==> config.mk <==
export PLATFORM = sky130hd
export DESIGN_NAME = line_width_classifier
export DESIGN_NICKNAME = d
export VERILOG_FILES = /design/src/rtl/core/lwc_pkg.sv /design/src/rtl/core/lwc_ctrl.sv /design/src/rtl/core/lwc_dpath.sv /design/src/rtl/core/line_width_classifier.sv
export SDC_FILE = /design/constraint.sdc
export NUM_CORES = 2
export LEC_CHECK = 0
export ABC_AREA = 1
export BUFFER_PORTS_ARGS = -buffer_cell sky130_fd_sc_hd__buf_2
export CAP_MARGIN = 20
export CORE_ASPECT_RATIO = 1.4
export CORE_UTILIZATION = 45
export CTS_CLUSTER_SIZE = 12
export DETAILED_ROUTE_END_ITERATION = 12
export MAX_ROUTING_LAYER = met4
export PLACE_DENSITY = 0.6
export SLEW_MARGIN = 20
export SYNTH_ARGS = -nofsm -noshare
export SYNTH_HDL_FRONTEND = slang
export SYNTH_SLANG_ARGS = --single-unit
==> constraint.sdc <==
create_clock -name clock -period 17.1 [get_ports clock]
set_clock_uncertainty 0.05 [all_clocks]
set_input_delay 1.71 -clock clock [delete_from_list [all_inputs] [get_ports clock]]
set_output_delay 1.71 -clock clock [all_outputs]
set_load 0.02 [all_outputs]
==> src/rtl/core/lwc_pkg.sv <==
`default_nettype none

package lwc_pkg;

   localparam int unsigned THR_BITS  = 32;
   localparam int unsigned MS_BITS   = 8;
   localparam int unsigned LINE_BITS = 15;
   localparam int unsigned TICK_BITS = 32;
   localparam int unsigned OUT_BITS  = 32;
   localparam int unsigned PCT_BITS  = 16;
   localparam int unsigned CNT_BITS  = 5;
   localparam int unsigned IDX_BITS  = 8;

   localparam logic [THR_BITS-1:0]  THR_RESET = 32'd20000;
   localparam logic [MS_BITS-1:0]   MS_RESET  = 8'd25;
   localparam logic [LINE_BITS-1:0] LINE_MAX  = 15'h7FFF;
   localparam logic [PCT_BITS-1:0]  PCT_MAX   = 16'hFFFF;
   localparam logic [CNT_BITS-1:0]  DIV_FIRST = 5'd16;

   localparam logic [IDX_BITS-1:0] REG_WHITE_THRESHOLD = 8'd0;
   localparam logic [IDX_BITS-1:0] REG_MS_PER_TICK     = 8'd1;

   typedef enum logic [2:0] {
      EVT_NONE    = 3'd0,
      EVT_REF     = 3'd1,
      EVT_THIN    = 3'd2,
      EVT_THICK   = 3'd3,
      EVT_INVALID = 3'd4
   } lwc_event_type;

   typedef struct packed {
      logic load_in;
      logic classify;
      logic decide;
      logic div_step;
      logic load_out;
   } lwc_cmd_type;

   typedef struct packed {
      logic need_decide;
      logic need_div;
      logic div_done;
   } lwc_sts_type;

endpackage

`default_nettype wire

==> src/rtl/core/lwc_ctrl.sv <==
`default_nettype none

module lwc_ctrl (
   input  wire                  clock,
   input  wire                  reset,
   input  wire                  req_tvalid,
   output logic                 req_tready,
   output logic                 rsp_tvalid,
   input  wire                  rsp_tready,
   input  lwc_pkg::lwc_sts_type sts,
   output lwc_pkg::lwc_cmd_type cmd
);
   import lwc_pkg::*;

   typedef enum logic [4:0] {
      S_IDLE   = 5'b00001,
      S_CLASS  = 5'b00010,
      S_DECIDE = 5'b00100,
      S_DIV    = 5'b01000,
      S_DONE   = 5'b10000
   } state_type;

   state_type state_ff, state_in;
   logic      out_valid_ff, out_valid_in;
   logic      out_free;

   assign req_tready = (state_ff == S_IDLE);
   assign rsp_tvalid = out_valid_ff;
   assign out_free   = !out_valid_ff || rsp_tready;

   always_comb begin
      state_in = state_ff;
      unique case (state_ff)
         S_IDLE:   if (req_tvalid) state_in = S_CLASS;
         S_CLASS:  state_in = sts.need_decide ? S_DECIDE : S_DONE;
         S_DECIDE: state_in = sts.need_div ? S_DIV : S_DONE;
         S_DIV:    if (sts.div_done) state_in = S_DONE;
         S_DONE:   if (out_free) state_in = S_IDLE;
         default:  state_in = S_IDLE;
      endcase
   end

   always_comb begin
      cmd.load_in  = (state_ff == S_IDLE) && req_tvalid;
      cmd.classify = (state_ff == S_CLASS);
      cmd.decide   = (state_ff == S_DECIDE);
      cmd.div_step = (state_ff == S_DIV);
      cmd.load_out = (state_ff == S_DONE) && out_free;
   end

   // hold a result until taken, drop it on handoff
   always_comb begin
      if (cmd.load_out) begin
         out_valid_in = 1'b1;
      end else if (rsp_tready) begin
         out_valid_in = 1'b0;
      end else begin
         out_valid_in = out_valid_ff;
      end
   end

   always_ff @(posedge clock) begin
      if (reset) begin
         state_ff     <= S_IDLE;
         out_valid_ff <= 1'b0;
      end else begin
         state_ff     <= state_in;
         out_valid_ff <= out_valid_in;
      end
   end

endmodule

`default_nettype wire

==> src/rtl/core/lwc_dpath.sv <==
`default_nettype none

module lwc_dpath #(
   parameter int unsigned TIME_BITS = 32
) (
   input  wire                                     clock,
   input  wire                                     reset,
   input  wire                                     csr_we,
   input  wire  [lwc_pkg::IDX_BITS-1:0]            csr_index,
   input  wire  [lwc_pkg::THR_BITS-1:0]            csr_wdata,
   input  wire  [lwc_pkg::THR_BITS-1:0]            decay_count,
   input  wire  [lwc_pkg::OUT_BITS-1:0]            timestamp,
   input  lwc_pkg::lwc_cmd_type                    cmd,
   output lwc_pkg::lwc_sts_type                    sts,
   output logic                                    is_white,
   output lwc_pkg::lwc_event_type                  event_res,
   output logic [lwc_pkg::OUT_BITS-1:0]            line_width,
   output logic [lwc_pkg::LINE_BITS-1:0]           lines_seen,
   output logic [lwc_pkg::OUT_BITS-1:0]            run_time_ms,
   output logic [lwc_pkg::PCT_BITS-1:0]            width_percent
);
   import lwc_pkg::*;

   localparam int unsigned TW = TIME_BITS;
   localparam int unsigned CW = TIME_BITS + 4;
   localparam int unsigned NW = TIME_BITS + PCT_BITS;

   // configuration
   logic [THR_BITS-1:0]  thr_ff;
   logic [MS_BITS-1:0]   ms_ff;

   // latched item
   logic [THR_BITS-1:0]  decay_ff;
   logic [TW-1:0]        now_ff;

   // line tracking state
   logic                 on_white_ff, on_white_in;
   logic [TW-1:0]        black_start_ff, black_start_in;
   logic [TW-1:0]        ref_ff, ref_in;
   logic [LINE_BITS-1:0] line_cnt_ff, line_cnt_in;
   logic [TICK_BITS-1:0] tick_ff, tick_in;

   // per-item working registers
   logic                 white_ff;
   logic [TW-1:0]        width_ff, width_in;
   logic [OUT_BITS-1:0]  run_ff;
   lwc_event_type        event_ff, event_in;
   logic [NW-1:0]        rem_ff, div_ff;
   logic [PCT_BITS-1:0]  quo_ff;
   logic [CNT_BITS-1:0]  cnt_ff;

   logic                 white_now, rising_white, first_line;
   logic [CW-1:0]        w_ext, r_ext, w10, r2, w2, r3;
   logic                 is_thin, is_thick;
   logic [NW-1:0]        w_n, n100;
   logic                 div_ge, div_first;

   // classify
   assign white_now    = decay_ff < thr_ff;
   assign rising_white = white_now && !on_white_ff;
   assign first_line   = (line_cnt_ff == '0);

   always_comb begin
      on_white_in    = on_white_ff;
      black_start_in = black_start_ff;
      ref_in         = ref_ff;
      line_cnt_in    = line_cnt_ff;
      tick_in        = tick_ff + TICK_BITS'(1);
      width_in       = '0;
      event_in       = EVT_NONE;
      if (rising_white) begin
         width_in    = now_ff - black_start_ff;
         on_white_in = 1'b1;
         if (line_cnt_ff != LINE_MAX) line_cnt_in = line_cnt_ff + LINE_BITS'(1);
         if (first_line) begin
            ref_in   = now_ff - black_start_ff;
            tick_in  = TICK_BITS'(1);
            event_in = EVT_REF;
         end
      end else if (!white_now && on_white_ff) begin
         black_start_in = now_ff;
         on_white_in    = 1'b0;
      end
   end

   // width against reference: w*10 > r*2 and w*2 < r*3 is thin, w*2 > r*3 thick
   assign w_ext    = CW'(width_ff);
   assign r_ext    = CW'(ref_ff);
   assign w10      = (w_ext << 3) + (w_ext << 1);
   assign r2       = r_ext << 1;
   assign w2       = w_ext << 1;
   assign r3       = (r_ext << 1) + r_ext;
   assign is_thin  = (w10 > r2) && (w2 < r3);
   assign is_thick = !is_thin && (w2 > r3);
   assign w_n      = NW'(width_ff);
   assign n100     = (w_n << 6) + (w_n << 5) + (w_n << 2);

   // restoring division, first step only checks for saturation
   assign div_ge    = rem_ff >= div_ff;
   assign div_first = (cnt_ff == DIV_FIRST);

   always_comb begin
      sts.need_decide = rising_white && !first_line;
      sts.need_div    = !is_thin && !is_thick;
      sts.div_done    = (div_first && div_ge) || (cnt_ff == '0);
   end

   always_ff @(posedge clock) begin
      if (reset) begin
         thr_ff         <= THR_RESET;
         ms_ff          <= MS_RESET;
         on_white_ff    <= 1'b1;
         black_start_ff <= '0;
         ref_ff         <= '0;
         line_cnt_ff    <= '0;
         tick_ff        <= '0;
      end else begin
         if (csr_we) begin
            unique case (csr_index)
               REG_WHITE_THRESHOLD: thr_ff <= csr_wdata;
               REG_MS_PER_TICK:     ms_ff  <= csr_wdata[MS_BITS-1:0];
               default: ;
            endcase
         end
         if (cmd.classify) begin
            on_white_ff    <= on_white_in;
            black_start_ff <= black_start_in;
            ref_ff         <= ref_in;
            line_cnt_ff    <= line_cnt_in;
            tick_ff        <= tick_in;
         end
      end
   end

   always_ff @(posedge clock) begin
      if (cmd.load_in) begin
         decay_ff <= decay_count;
         now_ff   <= TW'(timestamp);
      end
      if (cmd.classify) begin
         white_ff <= white_now;
         width_ff <= width_in;
         event_ff <= event_in;
         run_ff   <= OUT_BITS'(tick_ff * ms_ff);
      end
      if (cmd.decide) begin
         event_ff <= is_thin ? EVT_THIN : (is_thick ? EVT_THICK : EVT_INVALID);
         rem_ff   <= n100;
         div_ff   <= NW'(ref_ff) << PCT_BITS;
         quo_ff   <= '0;
         cnt_ff   <= DIV_FIRST;
      end
      if (cmd.div_step) begin
         if (div_first) begin
            if (div_ge) quo_ff <= PCT_MAX;
         end else if (div_ge) begin
            rem_ff <= rem_ff - div_ff;
            quo_ff <= quo_ff | (PCT_BITS'(1) << cnt_ff[CNT_BITS-2:0]);
         end
         div_ff <= div_ff >> 1;
         cnt_ff <= cnt_ff - CNT_BITS'(1);
      end
      if (cmd.load_out) begin
         is_white      <= white_ff;
         event_res     <= event_ff;
         line_width    <= OUT_BITS'(width_ff);
         lines_seen    <= line_cnt_ff;
         run_time_ms   <= (event_ff == EVT_THICK) ? run_ff : '0;
         width_percent <= (event_ff == EVT_INVALID) ? quo_ff : '0;
      end
   end

endmodule

`default_nettype wire

==> src/rtl/core/line_width_classifier.sv <==
// Every accepted item is classified; a tick without a line edge or the reference line then
// goes straight to the result, a thin or thick line passes the decide state, and an invalid width
// also runs the percent divider (one quotient bit per cycle, 16 bits plus a saturation check).
// Only one item is in flight: req_tready returns once the result is queued.
// Reset (synchronous, active high): threshold 20000, 25 ms per tick, on white, counters cleared.
`default_nettype none

module line_width_classifier #(
   parameter int unsigned TIME_BITS = 32
) (
   input  wire         clock,
   input  wire         reset,
   input  wire         req_tvalid,
   output logic        req_tready,
   input  wire  [63:0] req_tdata,   // decay_count[31:0], timestamp[63:32]
   output logic        rsp_tvalid,
   input  wire         rsp_tready,
   output logic [95:0] rsp_tdata,   // is_white[0], line_width[32:1], lines_seen[47:33],
                                    // run_time_ms[79:48], width_percent[95:80]
   output logic [2:0]  rsp_tuser,   // event_res[2:0]
   input  wire         csr_we,
   input  wire  [7:0]  csr_index,
   input  wire  [31:0] csr_wdata
);
   import lwc_pkg::*;

   lwc_cmd_type               cmd;
   lwc_sts_type               sts;
   logic                      is_white;
   lwc_event_type             event_res;
   logic [OUT_BITS-1:0]       line_width;
   logic [LINE_BITS-1:0]      lines_seen;
   logic [OUT_BITS-1:0]       run_time_ms;
   logic [PCT_BITS-1:0]       width_percent;

   lwc_ctrl u_ctrl (
      .clock      (clock),
      .reset      (reset),
      .req_tvalid (req_tvalid),
      .req_tready (req_tready),
      .rsp_tvalid (rsp_tvalid),
      .rsp_tready (rsp_tready),
      .sts        (sts),
      .cmd        (cmd)
   );

   lwc_dpath #(
      .TIME_BITS (TIME_BITS)
   ) u_dpath (
      .clock         (clock),
      .reset         (reset),
      .csr_we        (csr_we),
      .csr_index     (csr_index),
      .csr_wdata     (csr_wdata),
      .decay_count   (req_tdata[31:0]),
      .timestamp     (req_tdata[63:32]),
      .cmd           (cmd),
      .sts           (sts),
      .is_white      (is_white),
      .event_res     (event_res),
      .line_width    (line_width),
      .lines_seen    (lines_seen),
      .run_time_ms   (run_time_ms),
      .width_percent (width_percent)
   );

   assign rsp_tdata = {width_percent, run_time_ms, lines_seen, line_width, is_white};
   assign rsp_tuser = event_res;

endmodule

`default_nettype wire

==> impl_metrics.json <==
{
  "ys.flop_type": "edfxtp_1",
  "power.internal_mw": 2.05,
  "cp_num_buf_inv": 1,
  "hp-class": "flip-flop to flip-flop",
  "multi_input_area_um2": 21800,
  "cp_common_cell": "nand2_1",
  "overflow": 0,
  "synth_top_family_by_area": "adder cells",
  "critPathTopFamily": "adder cells",
  "cts.clk_slew.worst_paths_ps": 60,
  "power_mw": 2.69,
  "cellPowerDensity_nw_per_um2": 63.8,
  "cts_max_path_buffers": 3,
  "rows": 126,
  "fp.coreArea_um2": 84200,
  "synth-seq-area-share": 0.339,
  "post-route-util": 0.500,
  "ys_ff_latch": 506,
  "crit_cells": 18,
  "port_buffers": 209,
  "drc_errors": 0,
  "hold_viol_final": 0,
  "dpl.hpwl_mm": 83.9,
  "fp.dieW_um": 248,
  "grt_pass1_vias": 32775,
  "ant_nets": 0,
  "initial_core_util": 0.454,
  "switching_share": 0.238,
  "drive_above_1_share": 0.0709,
  "p_clk_frac": 0.444,
  "crit_slowest_cell": "dfxtp_1",
  "area_delta_synth_final_pct": 10.2,
  "wl_per_cell_um": 17.4,
  "worstPathMaxFanout": 26,
  "synth-edff-count": 283,
  "syn_area_per_cell_um2": 7.97,
  "die_area_um2": 86100,
  "drv_slew": 0,
  "clk_latency_ps": 650,
  "endpoint": "u_dpath.run_ff[28]",
  "cts_setup_buffers": 0,
  "rsz0062_at_grt": "false",
  "synthCells": 4799,
  "arrival_ps": 6270,
  "status": "completed",
  "p_seq_frac": 0.488,
  "worstPathCellList": "nand2_1, fa_1, fa_1, inv_1, fa_1, fa_1, ha_1, a21oi_1, o21ai_0, nand2_1, nand2_1, a31oi_1, o21ai_0, a21boi_0, o21ai_0, nand2_1, nand2_1, xor2_1",
  "cts_sinks": 506,
  "period_minus_slack_ps": 5960,
  "synthSimpleGateAreaFrac": 0.177,
  "synth_area_um2": 38200,
  "drtIter0Drc": 1605,
  "regToRegSetupSlack_ps": 11140,
  "ctsResizeCount": 0,
  "io_pins": 210,
  "max_cap_viol_count": 0,
  "worstReg2RegStart": "u_dpath.ms_ff[7]",
  "first_pass_iters": 7,
  "max-slew-margin-rel": 0.341,
  "fin_tns_setup_ps": 0,
  "ys_warn_count": 0,
  "fmax_mhz": 168,
  "cts_htree_levels": 2,
  "synthesis.nets": 5417,
  "worst_pin_slew_ps": 988,
  "grt_usage": 0.257,
  "most-common-layout-cells": "914 x nand2_1, 781 x inv_1, 459 x a21oi_1, 416 x nor2_1, 347 x ha_1",
  "finalSetupViolCount": 0,
  "crit_required_ps": 17410,
  "max-vdd-ir-drop_v": 0.0000778,
  "seq_area_um2": 13000,
  "cts_tree": "yes",
  "root_buffer": "clkbuf_16",
  "path_class": "flip-flop to flip-flop",
  "grt_pass1_wl_mm": 170,
  "p_switching_uw": 639,
  "routed_via_density": 5.27,
  "period_share": 0.348,
  "synth_mux_area_frac": 0.000262,
  "wl_mm": 106,
  "dr_total_vias": 32135,
  "rr_worst_depth": 18,
  "dieHeight_um": 347,
  "reg2reg_to": "u_dpath.run_ff[28]",
  "crit_path_start": "u_dpath.ms_ff[7]",
  "gp_congestion": 0.930,
  "synthArstFlopShare": 0,
  "synth_compound_gate_area_share": 0.147,
  "leakage_nw": 19.8,
  "nNetsFinal": 5580,
  "cpPeakStageDelay_ps": 970,
  "critPathLaunchType": "flip-flop",
  "synth_fa_ha_area_frac": 0.198,
  "cts-buffers-inserted": 55,
  "fill_cells": 8461,
  "p_comb_frac": 0.069,
  "antenna_found_initial": 1,
  "synthDistinctLibCells": 60,
  "layout_commonest_cell": "nand2_1",
  "endpoint_kind": "flip-flop",
  "grt_max_degree": 86,
  "synth_xor_area_frac": 0.0467,
  "hold_buffers": 0
}
## worst min-delay path by stage
stage | from | endpoint | slack (ps) | cells past startpoint
2_1_floorplan | u_dpath.white_ff | u_dpath.is_white | 350 | 0
3_3_place_gp | u_dpath.white_ff | u_dpath.is_white | 350 | 0
3_5_place_dp | u_dpath.white_ff | u_dpath.is_white | 360 | 0
4_1_cts | u_dpath.white_ff | u_dpath.is_white | 380 | 0
5_1_grt | u_dpath.white_ff | u_dpath.is_white | 390 | 0
6_report | u_dpath.white_ff | u_dpath.is_white | 370 | 0
## power groups by stage
stage / clock network [mW] / registers [mW] / logic, mW
2_1_floorplan: 0 / 1.34 / 0.127
3_3_place_gp: 0 / 1.34 / 0.184
3_5_place_dp: 0 / 1.34 / 0.186
4_1_cts: 1.23 / 1.31 / 0.186
5_1_grt: 1.27 / 1.31 / 0.208
6_report: 1.19 / 1.31 / 0.185
## logic make-up after synthesis
group,count (synthesis)
simple gates,1646
mux,1
compound gates,1016
fa+ha+maj,509
flops,506
buf+inv,917
xor+xnor,204
## final cells by class
cell class	count	area share
inverters	789	0.0703
clock buffers	83	0.0366
multi-input cells	3376	0.518
well taps	1088	0.0323
repair buffers	234	0.0298
clock inverters	20	0.00552
flip-flops and latches	506	0.308
diodes	1	0.0000594
## cells in the mapped netlist (5+ instances only)
library cell | number | area (µm²)
a211oi_1 | 6 | 45.0
a21boi_0 | 10 | 75.1
a21o_1 | 34 | 255
a21oi_1 | 459 | 2300
a221oi_1 | 5 | 43.8
a22oi_1 | 5 | 37.5
a31oi_1 | 53 | 332
and3_1 | 6 | 37.5
buf_1 | 9 | 33.8
buf_2 | 12 | 60.1
buf_4 | 5 | 37.5
clkbuf_1 | 100 | 375
dfxtp_1 | 223 | 4460
edfxtp_1 | 283 | 8500
fa_1 | 162 | 3240
ha_1 | 347 | 4340
inv_1 | 782 | 2940
nand2_1 | 915 | 3430
nand3_1 | 154 | 771
nand4_1 | 49 | 307
nor2_1 | 419 | 1570
nor3_1 | 50 | 250
nor4_1 | 15 | 93.8
o211ai_1 | 21 | 158
o21a_1 | 22 | 165
o21ai_0 | 302 | 1510
o21ai_1 | 16 | 80.1
o21bai_1 | 25 | 188
o221ai_1 | 8 | 70.1
o22ai_1 | 29 | 181
or2_2 | 12 | 75.1
xnor2_1 | 100 | 876
xor2_1 | 104 | 911
## worst register-to-register path, stage by stage, from the launching register on
cell and delay (ps):
dfxtp_1 970, nand2_1 190, fa_1 560, fa_1 580, inv_1 60, fa_1 500, fa_1 490, ha_1 390
a21oi_1 220, o21ai_0 150, nand2_1 100, nand2_1 50, a31oi_1 360, o21ai_0 210, a21boi_0 350, o21ai_0 190
nand2_1 90, nand2_1 60, xor2_1 140
## per-stage QoR
stage                     cell area [µm²]  std cells  hold WS, ps  setup slack [ps]
after floorplan                     38200       4799          350             10580
after global placement              40300       5991          354             11350
after detailed placement            40300       5992          364             11260
after CTS                           42100       6095          378             11230
after global routing                42100       6097          387             10770
final                               42100       6097          375             11140
## metal layers
layer	track usage	routed length, µm	part of all wire
met4	0.0865	3710	0.035
met2	0.467	55800	0.52
met1	0.287	42900	0.40
met5	-	0	0
met3	0.0307	3870	0.036
## state kept, by name (all words and copies together), names as in the netlist, 15 cells and up
signal	cells
u_dpath.line_cnt_ff	15
u_dpath.line_width	32
u_dpath.run_ff	32
u_dpath.width_percent	16
u_dpath.quo_ff	16
u_dpath.decay_ff	32
u_dpath.thr_ff	32
u_dpath.black_start_ff	32
u_dpath.width_ff	32
u_dpath.tick_ff	32
u_dpath.ref_ff	32
u_dpath.run_time_ms	32
u_dpath.rem_ff	48
u_dpath.lines_seen	15
u_dpath.now_ff	32
u_dpath.div_ff	48
No activity file was read; power rests on OpenSTA's default activity.
